## src/rmf_pkg.sv

```systemverilog
// ----------------------------------------------------------------------------
// RGB median filter package
// Shared types, codes and default sizes of the RGB median filter.
// ----------------------------------------------------------------------------
`default_nettype none

package rmf_pkg;

  localparam int DEF_MAX_WIDTH  = 1024;
  localparam int DEF_MAX_HEIGHT = 1024;
  localparam int DEF_MAX_WINDOW = 7;

  localparam int CFG_IDX_W  = 2;
  localparam int CFG_DATA_W = 11;

  localparam logic [CFG_IDX_W-1:0] CFG_WINDOW_SIZE  = 2'd0;
  localparam logic [CFG_IDX_W-1:0] CFG_IMAGE_WIDTH  = 2'd1;
  localparam logic [CFG_IDX_W-1:0] CFG_IMAGE_HEIGHT = 2'd2;

  localparam logic [2:0]  RST_WINDOW_SIZE  = 3'd3;
  localparam logic [10:0] RST_IMAGE_WIDTH  = 11'd1024;
  localparam logic [10:0] RST_IMAGE_HEIGHT = 11'd1024;

  localparam logic CMD_PIXEL = 1'b0;
  localparam logic CMD_FLUSH = 1'b1;

  typedef enum logic [3:0] {
    S_IDLE,
    S_PLAN,
    S_NEED,
    S_TEST,
    S_BASE,
    S_ALIGN,
    S_PASS,
    S_WAIT,
    S_DECIDE,
    S_FINISH
  } state_t;

  typedef struct packed {
    logic       load;
    logic       sample;
    logic       decide;
    logic [2:0] bitpos;
  } sel_ctrl_t;

endpackage

`default_nettype wire

```

## src/rmf_select.sv

```systemverilog
// ----------------------------------------------------------------------------
// RGB median filter order-statistic selector
// Finds the two middle ranks of one channel bit by bit, one pass per bit.
// ----------------------------------------------------------------------------
`default_nettype none

module rmf_select #(
  parameter int NW = 6
) (
  input  wire logic              clk,
  input  wire rmf_pkg::sel_ctrl_t ctrl,
  input  wire logic [NW-1:0]     k_lo_in,
  input  wire logic [NW-1:0]     k_hi_in,
  input  wire logic [7:0]        sample,
  output logic      [7:0]        median
);

  import rmf_pkg::*;

  logic [7:0]    p_lo, p_hi;
  logic [NW-1:0] k_lo, k_hi, c_lo, c_hi;
  logic [7:0]    hi_mask;
  logic          hit_lo, hit_hi;
  logic [8:0]    sum;

  assign hi_mask = 8'hFF << ({1'b0, ctrl.bitpos} + 4'd1);
  assign hit_lo  = ((sample & hi_mask) == (p_lo & hi_mask)) && !sample[ctrl.bitpos];
  assign hit_hi  = ((sample & hi_mask) == (p_hi & hi_mask)) && !sample[ctrl.bitpos];
  assign sum     = {1'b0, p_lo} + {1'b0, p_hi};
  assign median  = sum[8:1];

  always_ff @(posedge clk) begin
    if (ctrl.load) begin
      p_lo <= '0;
      p_hi <= '0;
      k_lo <= k_lo_in;
      k_hi <= k_hi_in;
      c_lo <= '0;
      c_hi <= '0;
    end else if (ctrl.decide) begin
      if (k_lo >= c_lo) begin
        k_lo <= k_lo - c_lo;
        p_lo[ctrl.bitpos] <= 1'b1;
      end
      if (k_hi >= c_hi) begin
        k_hi <= k_hi - c_hi;
        p_hi[ctrl.bitpos] <= 1'b1;
      end
      c_lo <= '0;
      c_hi <= '0;
    end else if (ctrl.sample) begin
      if (hit_lo) begin
        c_lo <= c_lo + NW'(1);
      end
      if (hit_hi) begin
        c_hi <= c_hi + NW'(1);
      end
    end
  end

endmodule

`default_nettype wire
```

## config.mk

```make
export PLATFORM = sky130hd
export DESIGN_NAME = rmf_select
export DESIGN_NICKNAME = d
export VERILOG_FILES = /design/src/rmf_pkg.sv /design/src/rmf_select.sv
export SDC_FILE = /design/constraint.sdc
export NUM_CORES = 1
export LEC_CHECK = 0
export BUFFER_PORTS_ARGS = -buffer_cell sky130_fd_sc_hd__buf_2
export CORE_AREA = 2 2 100 102
export DETAILED_ROUTE_END_ITERATION = 10
export DIE_AREA = 0 0 102 104
export HOLD_SLACK_MARGIN = 0.15
export SKIP_CTS_REPAIR_TIMING = 1
export SLEW_MARGIN = 10
export SYNTH_ARGS = -nofsm -noshare
export SYNTH_HDL_FRONTEND = slang
export SYNTH_SLANG_ARGS = --single-unit
```

## constraint.sdc

```tcl
create_clock -name clk -period 2.9 [get_ports clk]
set_input_delay 0.29 -clock clk [delete_from_list [all_inputs] [get_ports clk]]
set_output_delay 0.29 -clock clk [all_outputs]
set_load 0.02 [all_outputs]
```

## Word-level counts from Yosys, hierarchy flattened

Cells that the tools add are included.

| storage, ports and cells | value |
|---|---|
| register bits after elaboration | 40 |
| input port bits | 27 |
| output and inout bits | 8 |

| operators by class | value |
|---|---|
| $add $sub $neg | 6 |
| $lt $le $gt $ge | 4 |
| equal/unequal tests | 2 |
| shifts and indexed selects | 1 |
| multiplexer cells | 10 |
| bitwise operators | 5 |
| reduce and logical (&&, ||, !) cells | 14 |

Operators with widths:

| kind | number |
|---|---|
| 2-to-1 mux 6 bit | 6 |
| AND 8 bit | 3 |
| == test 8 bit | 2 |
| OR 8 bit | 2 |
| adder 6 x 1 -> 6 bit (second input constant) | 2 |
| >= comparator 6 bit | 2 |
| AND reduction 2 bit | 6 |
| subtractor 6 bit | 2 |
| adder 8 x 8 -> 9 bit | 1 |
| left shift 8 x 4 -> 8 bit (first input constant) | 1 |
| nonzero test 2 bit | 3 |
| adder 3 x 1 -> 4 bit (second input constant) | 1 |
| < comparator 3 x 4 -> 1 bit (second input constant) | 1 |
| binary-select mux 1 bit (select 3 bit) | 1 |
| demux 1 bit (select 3 bit) | 1 |
| >= comparator 3 x 1 -> 1 bit (second input constant) | 1 |
| logical AND 1 bit | 3 |
| 2-to-1 mux 1 bit | 2 |
| OR reduction 2 bit | 1 |
| logical NOT 1 bit | 1 |

## Logic depth before layout (Yosys ltp)

Gate-level depths: netlist of run 1.

| logic depth | value |
|---|---|
| word-level depth | 6 |
| gate-level depth with buffers | 10 |
| depth with buffers taken out | 9 |

## Worst setup path before layout of run 1

No wires, ideal clock.

| path | value |
|---|---|
| kind | reg-to-reg |
| start point | register k_lo[0] |
| end point | register k_lo[0] (enable) |
| data arrival time | 1.795 ns |
| required time | 2.597 ns |
| path slack | 0.802 ns |
| stages on the path, launching flop included | 10 |
| clock period less this slack | 2.098 ns |
| cell sequence | edfxtp_1 -> inv_1 -> ha_1 -> fa_1 -> nor2b_1 -> o21ai_1 -> nand3b_1 -> a41o_1 -> clkbuf_1 -> or2_2 |

| on the way | value |
|---|---|
| longest elaborated chain between the ends | 3 |

RTL lines:

| element | line | RTL |
|---|---|---|
| start, declared | rmf_select.sv:21 | `logic [NW-1:0] k_lo, k_hi, c_lo, c_hi;` |
| start signal, assigned | rmf_select.sv:36 | `k_lo <= k_lo_in;` |
| start signal, assigned | rmf_select.sv:42 | `k_lo <= k_lo - c_lo;` |
| >= comparator 6 bit | rmf_select.sv:41 | `if (k_lo >= c_lo) begin` |
| nonzero test 2 bit (no source line) | n/a |  |
| AND reduction 2 bit (no source line) | n/a |  |

Every way passes these cells.
A chain may end at the register's enable or synchronous reset.

## Final worst setup path of run 1

| path | value |
|---|---|
| start point | register p_lo[0] |
| end point | output median[5] |

| on the way | value |
|---|---|
| longest elaborated chain between the ends | 1 |

RTL lines:

| element | line | RTL |
|---|---|---|
| start, declared | rmf_select.sv:20 | `logic [7:0] p_lo, p_hi;` |
| start signal, assigned | rmf_select.sv:34 | `p_lo <= '0;` |
| start signal, assigned by index | rmf_select.sv:43 | `p_lo[ctrl.bitpos] <= 1'b1;` |
| adder 8 x 8 -> 9 bit | rmf_select.sv:29 | `assign sum = {1'b0, p_lo} + {1'b0, p_hi};` |
| end, declared | rmf_select.sv:15 | `output logic [7:0] median` |

Every way passes these cells.

==> run_results.csv, run 1 <==
group,metric,value,unit
setup_path,path_buf_inv,1,
logic_synthesis,ys.flop_type,"dfxtp_1",
worst_hold_path,hp-start,"k_lo_in[4]",
cells_and_area,utilization,33.6,%
logic_synthesis,yosysSeqAreaShare,32.8,%
clock_tree,clk_pin_slew,0.08,ns
sta,rsz0062_at_grt,"no",
setup_path,worst-path-max-fanout,3,
logic_synthesis,ys_top_cells_by_area,"dfxtp_1 20%, edfxtp_1 13%, ha_1 10%",
routing,routed_wl,6.38,mm
sta,layout_setup_ws,0.350,ns
logic_synthesis,synth_mux_area_share,2.09,%
clock_tree,clockBufferDepth,2,
floorplan,core,9550,sq um
clock_tree,cts.sinks,40,
setup_path,cp_slowest_cell,"fa_1",
floorplan,io_pins,35,
global_route,grt_antenna_before_repair,0,
clock_tree,clkLatencyLatePin,0.29,ns
power,ir_worst_vdd,0.202,mV
global_route,overflow,0,
logic_synthesis,synthArstFlopShare,0,%
global_route,grt_pass1_wl,10.5,mm
logic_synthesis,synthAdderAreaFrac,12.4,%
global_route,track_usage,12.3,%
cells_and_area,final_nets,411,
setup_path,cp-end-kind,"output port",
sta,period_share,87.9,%
cells_and_area,layoutNonFillerInstCount,492,
setup_path,reg2reg_to,"k_lo[3]",
power,leakage,1.28,nW
logic_synthesis,synthSimpleGateAreaFrac,19.2,%
floorplan,die_h,104,microns
routing,via_count,2400,
sta,tightest_slew,0.802,ns
cells_and_area,area_growth_syn_to_layout,14.2,%
floorplan,die_w,102,microns
flow_run,maxCapViolCount,0,
logic_synthesis,synthesis.area,2810,sq um
clock_tree,cts_root_buffer,"clkbuf_8",
logic_synthesis,synth_edf_count,12,
setup_path,worstPathRequired,2.61,ns
setup_path,path_class,"flop to output port",
logic_synthesis,syn_area_per_cell,8.57,sq um
routing,drt_pass1_iterations,4,
sta,maxSlewViolCount,0,
power,powerDensity,501,nW/um^2
logic_synthesis,synth_top_family_by_area,"compound AO/OA/AOI/OAI gates",
sta,tns,0,ns
worst_hold_path,holdPathEnd,"k_lo[4]",
setup_path,path_cells,"and2_1 -> fa_1 -> a21oi_1 -> nor2_1 -> nor2_1 -> o21bai_1 -> a21oi_1 -> xnor2_1 -> buf_2",
outcome,outcome,"complete, no violations",
setup_path,ff2ff_setup_slack,0.69,ns
logic_synthesis,synth.distinct_cells,52,
logic_synthesis,ys_warn_count,0,
logic_synthesis,synth_commonest_cells,"34 x a21oi_1, 28 x dfxtp_1, 27 x nor2_1, 25 x inv_1, 23 x ha_1",
cells_and_area,antenna_cells,0,
clock_tree,cts_buffers,5,
place,dp.cells,484,
routing,wire_per_inst,13.0,microns
floorplan,start_util,29.4,%
global_route,grt_max_degree,46,
routing,ant_nets,0,
logic_synthesis,synth-seq-cells,40,
worst_hold_path,whs_path_depth,3,
sta,slew_headroom,46.5,%
setup_path,path_delay_family,"compound AO/OA/AOI/OAI gates",
place,gp_congestion,0.833,
routing,drt_iter0_markers,87,
logic_synthesis,synth_nets,381,
sta,timing.hold.ws,0.272,ns
floorplan,die_area,10600,sq um
logic_synthesis,synth_top_area_share,19.9,%
sta,period_minus_slack,2.55,ns
floorplan,rows,36,
sta,finalSetupViolCount,0,
logic_synthesis,synthXorXnorAreaFrac,7.79,%
place,dp_hpwl,4.89,mm
sta,fmax,0.392,GHz
setup_path,worstPathArrival,2.26,ns
sta,hold_viol_final,0,
setup_path,reg2reg_depth,8,
logic_synthesis,yosys.area.top_type,"dfxtp_1",
routing,viasPerCell,4.88,
logic_synthesis,netlist_instances,328,
setup_path,cp-start-kind,"flop",
setup_path,max_stage_delay,0.41,ns
worst_hold_path,hold_class,"input pin to flop",
routing,drc,0,
place,dp_worst_setup_slack,0.597,ns
clock_tree,cts_max_level,2,
place,numPortBuffers,34,
global_route,grt_pass1_vias,2219,
clock_tree,cts_tree,"built",
logic_synthesis,synth-compound-area-share,20.3,%
setup_path,r2r-start,"c_lo[0]",
cells_and_area,drive_above_1_share,14.2,%
sta,fin_worst_skew,0.00509,ns
logic_synthesis,yosysMostFrequentCell,"a21oi_1",
[placed cells by master (no fill, tap or decap), types with 2 or more instances in the layout]
master,n
a21oi_1,34
buf_2,34
dfxtp_1,28
nor2_1,27
inv_1,25
ha_1,23
nand2_1,22
o21ai_0,19
xnor2_1,15
edfxtp_1,12
nor2b_1,11
xor2_1,10
o31ai_1,8
nand4_1,6
nor3_1,5
o22ai_1,5
a31oi_1,5
or3_1,5
clkbuf_8,5
nand3_1,4
o21ai_1,4
or4_1,4
nand2b_1,3
or2_2,3
o211ai_1,3
fa_1,3
o21bai_1,2
and2_1,2
and3_1,2
nand3b_1,2
a41o_1,2
o21a_1,2
nor3b_1,2
a32oi_1,2
clkinv_1,2
buf_4,2
[final cells by class]
cell class,instances,area [sq um]
Sequential cell,40,921
Multi-Input combinational cell,250,1740
Inverter,25,93.8
Clock inverter,3,37.5
Fill cell,1048,6340
Tap cell,133,166
Timing Repair Buffer,36,185
Clock buffer,5,68.8
[power breakdown]
part	internal [mW]	switching (mW)	total (mW)
Combinational	0.203	0.280	0.483
Clock	0.251	0.194	0.445
Sequential	0.645	0.0341	0.679
Total	1.10	0.508	1.61
[sequential cells by signal, summed over array words and instances (netlist names)]
register  flops
p_hi          8
p_lo          8
c_hi          6
c_lo          6
k_hi          6
k_lo          6
[per-stage QoR]
stage,power [mW],instance area [sq um]
final,1.61,3210
after global routing,1.71,3210
after CTS,1.63,3210
after detailed placement,1.18,3100
after global placement,1.17,3100
after floorplan,1.04,2810
[how the worst max path moves through the flow]
| stage | from | to | slack (ns) | cells after the start |
|---|---|---|---|---|
| 2_1_floorplan | k_lo[0] | k_lo[0] | 0.80 | 9 |
| 3_3_place_gp | ctrl[0] | c_hi[3] | 0.64 | 6 |
| 3_5_place_dp | ctrl[0] | c_lo[2] | 0.60 | 6 |
| 4_1_cts | p_lo[0] | median[5] | 0.31 | 9 |
| 5_1_grt | p_lo[0] | median[5] | 0.13 | 9 |
| 6_report | p_lo[0] | median[5] | 0.35 | 9 |
[worst min-delay path, stage by stage]
cell and delay, ns:
buf_2 0.07, nand2_1 0.03, o21ai_0 0.06
[cells by family (layout without fill, tap and decap cells)]
group | count (synthesis) | count (layout)
and+or+nand+nor | 103 | 103
AOI/OAI and AO/OA | 93 | 93
DFF | 40 | 40
buffers and inverters | 38 | 69
adders and majority gates | 26 | 26
xor gates and xnor gates | 25 | 25
muxes | 3 | 3
[per-layer routing]
layer	share of wire [%]	global-route usage, %	up-vias
met3	6.0	2.96	14
met4	1.8	4.00	0
met5	0	0	-
met1	49	17.5	1091
met2	43	18.2	57
li1	-	-	1238
Note: power is estimated with default switching activity, not from simulation.
==> inputs of run 2 (changes only) <==
--- a/config.mk
+++ b/config.mk
@@ -5,10 +5,11 @@
 export SDC_FILE = /design/constraint.sdc
 export NUM_CORES = 1
 export LEC_CHECK = 0
+export ABC_AREA = 1
 export BUFFER_PORTS_ARGS = -buffer_cell sky130_fd_sc_hd__buf_2
-export CORE_AREA = 2 2 100 102
+export CORE_AREA = 2 2 101 112
 export DETAILED_ROUTE_END_ITERATION = 10
-export DIE_AREA = 0 0 102 104
+export DIE_AREA = 0 0 103 114
 export HOLD_SLACK_MARGIN = 0.15
 export SKIP_CTS_REPAIR_TIMING = 1
 export SLEW_MARGIN = 10
==> run 2 against run 1 <==
Count of clock-buffer cells in the layout grew 1. Critical path type unchanged. Synthesized area increased by 11%. First-iteration DRC count shrank 18%.
==> run_results.csv, run 2 <==
group,metric,value,unit
floorplan,die_w,103,microns
cells_and_area,area_growth_syn_to_layout,14.9,%
sta,finalSetupViolCount,0,
place,dp_worst_setup_slack,0.507,ns
clock_tree,cts_tree,"built",
worst_hold_path,hp-start,"k_hi_in[2]",
routing,via_count,2800,
logic_synthesis,syn_area_per_cell,7.34,sq um
setup_path,cpMostUsedCell,"nand2_1",
logic_synthesis,yosysMostFrequentCell,"nand2_1",
logic_synthesis,synthArstFlopShare,0,%
clock_tree,cts_max_level,2,
clock_tree,clockBufferDepth,2,
clock_tree,cts_buffers,5,
logic_synthesis,synth_nets,477,
cells_and_area,antenna_cells,0,
logic_synthesis,synth-seq-cells,40,
logic_synthesis,synth_top_area_share,18.0,%
floorplan,die_area,11700,sq um
power,ir_worst_vdd,0.299,mV
sta,layout_setup_ws,0.528,ns
place,numPortBuffers,34,
global_route,track_usage,13.2,%
worst_hold_path,hold_class,"input pin to flop",
power,leakage,1.65,nW
floorplan,io_pins,35,
routing,routed_wl,7.29,mm
cells_and_area,final_nets,508,
cells_and_area,finalInstanceArea,3580,sq um
setup_path,startpoint,"p_lo[0]",
routing,drc,0,
logic_synthesis,ys.flop_type,"dfxtp_1",
cells_and_area,fillers,1203,
sta,hold_viol_final,0,
cells_and_area,largestRegisters,"p_hi x8, p_lo x8",
global_route,overflow,0,
setup_path,cp-start-kind,"flop",
logic_synthesis,yosysSeqAreaShare,29.6,%
sta,maxSlewViolCount,0,
logic_synthesis,synthesis.area,3110,sq um
cells_and_area,multiInputGateArea,1900,sq um
logic_synthesis,netlist_instances,424,
setup_path,path_buf_inv,3,
routing,viasPerCell,4.64,
cells_and_area,seq_area,921,sq um
cells_and_area,layoutNonFillerInstCount,603,
floorplan,rows,40,
setup_path,worst-path-max-fanout,3,
sta,fmax,0.422,GHz
logic_synthesis,synth_commonest_cells,"102 x nand2_1, 57 x inv_1, 39 x a21oi_1, 34 x nand3_1, 28 x dfxtp_1",
place,gp_congestion,0.850,
logic_synthesis,synth.distinct_cells,40,
place,post_dp_cell_area,3410,sq um
logic_synthesis,synth_edf_count,12,
setup_path,r2r-start,"k_lo[0]",
sta,tightest_slew,0.634,ns
global_route,grt_max_degree,34,
setup_path,cp-end-kind,"output port",
cells_and_area,drive_above_1_share,16.2,%
floorplan,die_h,114,microns
sta,fin_worst_skew,0.00703,ns
floorplan,core,10700,sq um
clock_tree,clk_pin_slew,0.06,ns
sta,rsz0062_at_grt,"no",
global_route,grt_pass1_vias,2707,
cells_and_area,layout_commonest_cell,"nand2_1",
setup_path,cp_slowest_cell,"fa_1",
setup_path,worstPathRequired,2.61,ns
clock_tree,clkLatencyLatePin,0.28,ns
place,dp.cells,595,
logic_synthesis,yosys.area.top_type,"dfxtp_1",
setup_path,path_class,"flop to output port",
clock_tree,cts.sinks,40,
flow_run,maxCapViolCount,0,
routing,drt_pass1_iterations,4,
floorplan,start_util,29.1,%
sta,timing.hold.ws,0.278,ns
cells_and_area,utilization,33.4,%
sta,period_minus_slack,2.37,ns
setup_path,path_cells,"nand2_1 -> inv_1 -> fa_1 -> nand3_1 -> nand2_1 -> nand2_1 -> nand2_1 -> a21oi_1 -> inv_1 -> a21oi_1 -> o21bai_1 -> buf_2",
routing,drt_iter0_markers,71,
routing,wire_per_inst,12.1,microns
logic_synthesis,ys_warn_count,0,
place,dp_hpwl,5.78,mm
logic_synthesis,ys_top_cells_by_area,"dfxtp_1 18%, nand2_1 12%, edfxtp_1 12%",
outcome,outcome,"complete, no violations",
clock_tree,cts_root_buffer,"clkbuf_16",
global_route,grt_pass1_wl,12.4,mm
routing,ant_nets,0,
sta,tns,0,ns
setup_path,max_stage_delay,0.39,ns
sta,period_share,81.8,%
sta,slew_headroom,57.7,%
setup_path,path_delay_family,"simple AND/OR/NAND/NOR gates",
cells_and_area,final_cell_mix,"102 x nand2_1, 57 x inv_1, 39 x a21oi_1",
power,power.total,1.68,mW
global_route,grt_antenna_before_repair,0,
power,powerDensity,469,nW/um^2
setup_path,worstPathArrival,2.08,ns
run 2: changes by cell type after synthesis, moves of 5 or more:
cell,before,now
xor2_1,10,19
xnor2_1,15,1
nand4_1,6,16
o22ai_1,5,0
nor2_1,27,19
or3_1,5,0
o31ai_1,8,0
nand2_1,22,102
inv_1,25,57
o21ai_0,19,10
nand3_1,4,34
a21oi_1,34,39
nor2b_1,11,0
nand2_2,0,5
run 2: final timing paths:
kind / end / slack [ns] / depth (start not counted)
worst max register to register: k_lo[2] / 0.53 / 9
worst min-delay path: k_hi[2] / 0.28 / 3
worst max-delay path: median[7] / 0.53 / 12
worst min register to register: c_hi[5] / 0.46 / 2
run 2: kinds of logic (layout without fill, tap and decap cells):
| group | count (synthesis) | in the layout | share of synthesized area (%) |
|---|---|---|---|
| AOI/OAI and AO/OA | 60 | 60 | 10.5 |
| xor gates and xnor gates | 20 | 20 | 5.62 |
| adders and majority gates | 26 | 26 | 11.2 |
| buffers and inverters | 72 | 104 | 9.56 |
| DFF | 40 | 40 | 29.6 |
| and+or+nand+nor | 206 | 206 | 33.6 |
run 2: routing by layer:
metal	GRT usage [%]	wire length, microns	vias to the layer above
met3	2.14	353	6
met2	22.4	3440	55
met1	16.9	3400	1280
li1	-	-	1459
met5	0	0	-
met4	4.12	100	0
run 2: layout make-up:
class,count,share of cell area (%)
multi-input cells,312,53.0
flip-flops and latches,40,25.7
inverters,61,6.61
well taps,147,5.14
repair buffers,35,4.97
clock buffers,6,3.60
clock inverters,2,0.979
run 2: power by group:
group / internal, mW / switching [mW] / leakage [nW]
Combinational: 0.147 / 0.259 / 1.22
Clock: 0.405 / 0.224 / 0.0808
Sequential: 0.623 / 0.0203 / 0.348
run 2: worst register-to-register path: cells and delay by family (launching register included):
| kind | cells | cell delay (ns) |
|---|---|---|
| adder cells (fa/ha/maj) | 2 | 0.62 |
| AO/OA/AOI/OAI | 2 | 0.59 |
| AND/OR/NAND/NOR | 4 | 0.51 |
| flip-flops | 1 | 0.32 |
| buffers and inverters | 1 | 0.04 |
==> inputs of run 3 (changes only) <==
==> constraint.sdc (replaced) <==
create_clock -name clk -period 2.2 [get_ports clk]
set_input_delay 0.22 -clock clk [delete_from_list [all_inputs] [get_ports clk]]
set_output_delay 0.22 -clock clk [all_outputs]
set_load 0.02 [all_outputs]
==> run 3 against run 2 <==
Sequential share of layout area decreased by 0.54 points. Core utilization increased by 0.81 points. First-iteration DRC count increased by 17%. Non-clock buffer count increased by 5. Worst hold slack got worse by 0.070 ns. Flip-flop and latch count unchanged. Total power increased by 33%. Register-to-register slack got worse by 0.31 ns. Critical path depth unchanged. Clock skew about the same.
==> run_results.csv, run 3 (synthesized netlist as in run 2, its figures left out) <==
group,metric,value,unit
sta,period_minus_slack,2.15,ns
clock_tree,clkLatencyLatePin,0.28,ns
cells_and_area,antenna_cells,0,
routing,drt_iter0_markers,83,
sta,tightest_slew,0.392,ns
global_route,track_usage,13.1,%
floorplan,rows,40,
sta,timing.hold.ws,0.208,ns
worst_hold_path,hp-start,"k_hi_in[2]",
worst_hold_path,hold_class,"input pin to flop",
sta,rsz0062_at_grt,"yes",
clock_tree,cts_max_level,2,
power,leakage,1.68,nW
setup_path,ff2ff_setup_slack,0.22,ns
routing,viasPerCell,4.64,
flow_run,maxCapViolCount,0,
sta,slew_headroom,73.9,%
sta,fin_worst_skew,0.00719,ns
setup_path,reg2reg_depth,9,
sta,maxSlewViolCount,0,
global_route,grt_max_degree,24,
routing,wire_per_inst,12.2,microns
setup_path,worstPathRequired,1.98,ns
setup_path,path_class,"flop to output port",
clock_tree,cts_buffers,5,
setup_path,path_cells,"nand2_2 -> inv_2 -> fa_2 -> nand3_2 -> nand2_2 -> nand2_1 -> nand2_1 -> a21oi_2 -> inv_1 -> a21oi_2 -> o21bai_1 -> buf_2",
routing,routed_wl,7.40,mm
routing,via_count,2824,
setup_path,cp-start-kind,"flop",
floorplan,core,10700,sq um
floorplan,io_pins,35,
worst_hold_path,whs_path_depth,3,
routing,drc,0,
place,post_dp_cell_area,3440,sq um
clock_tree,clk_pin_slew,0.06,ns
sta,finalSetupViolCount,0,
outcome,outcome,"complete, no violations",
routing,ant_nets,0,
power,powerDensity,608,nW/um^2
global_route,grt_pass1_wl,12.4,mm
setup_path,r2r-start,"k_lo[0]",
sta,fmax,0.465,GHz
cells_and_area,drive_above_1_share,20.0,%
global_route,grt_pass1_vias,2776,
clock_tree,clockBufferDepth,2,
worst_hold_path,holdPathEnd,"k_hi[2]",
floorplan,die_h,114,microns
clock_tree,cts_tree,"built",
clock_tree,cts.sinks,40,
clock_tree,cts_root_buffer,"clkbuf_16",
setup_path,path_delay_family,"simple AND/OR/NAND/NOR gates",
cells_and_area,largestRegisters,"p_hi x8, p_lo x8",
power,ir_worst_vdd,0.344,mV
place,numPortBuffers,34,
place,gp_congestion,0.855,
cells_and_area,finalInstanceArea,3660,sq um
setup_path,path_buf_inv,3,
cells_and_area,area_growth_syn_to_layout,17.7,%
place,dp_hpwl,5.76,mm
routing,drt_pass1_iterations,4,
setup_path,worstPathArrival,1.93,ns
setup_path,cp_slowest_cell,"fa_2",
sta,hold_viol_final,0,
sta,period_share,97.6,%
setup_path,worst-path-max-fanout,3,
setup_path,max_stage_delay,0.35,ns
sta,layout_setup_ws,0.0517,ns
floorplan,die_area,11700,sq um
cells_and_area,final_nets,513,
cells_and_area,final_cell_mix,"99 x nand2_1, 56 x inv_1, 37 x a21oi_1",
cells_and_area,layout_commonest_cell,"nand2_1",
global_route,grt_antenna_before_repair,0,
place,dp_worst_setup_slack,0.0563,ns
floorplan,die_w,103,microns
setup_path,reg2reg_to,"k_lo[5]",
setup_path,cp-end-kind,"output port",
floorplan,start_util,29.1,%
global_route,overflow,0,
-- run 3: layout make-up --
class | count | area (sq um)
inverters | 61 | 236
flip-flops and latches | 40 | 923
repair buffers | 40 | 215
clock inverters | 2 | 35.0
multi-input cells | 312 | 1940
fillers | 1158 | 7050
clock buffers | 6 | 129
well taps | 147 | 184
-- run 3: report_power, final --
part           total (mW)  leakage [nW]  internal [mW]  switching, mW
Combinational       0.552          1.25          0.205          0.348
Sequential          0.848         0.349          0.821         0.0273
Clock               0.828        0.0808          0.534          0.294
Total                2.23          1.68           1.56          0.669
-- run 3: worst max path at each step --
stage / startpoint / to / slack [ns] / cells after the start
5_1_grt: p_lo[0] / median[7] / -0.08 / 12
2_1_floorplan: k_lo[0] / k_lo[0] / 0.14 / 10
3_3_place_gp: k_lo[0] / k_lo[1] / 0.14 / 9
6_report: p_lo[0] / median[7] / 0.05 / 12
4_1_cts: p_hi[0] / median[7] / -0.11 / 12
3_5_place_dp: k_lo[0] / k_lo[1] / 0.06 / 9
-- run 3: worst min-delay path, cell delays in order --
cell and delay [ns]:
buf_2 0.07, nand2_1 0.04, nand2_1 0.05
-- run 3: through the flow --
step           power, mW  TNS [ns]  cells  utilization [%]
6_report            2.23         0    608             34.2
3_5_place_dp        1.41         0    598             32.1
3_3_place_gp        1.40         0    598             32.1
2_1_floorplan       1.26         0    424                -
4_1_cts             2.24    -0.202    606             33.6
5_1_grt             2.34    -0.109    608             34.2
-- run 3: per-layer routing --
layer	vias up	wire length, microns	global-route usage, %
li1	1468	-	-
met1	1281	3420	16.6
met2	69	3440	22.2
met3	6	423	2.33
met4	0	119	4.74
met5	-	0	0
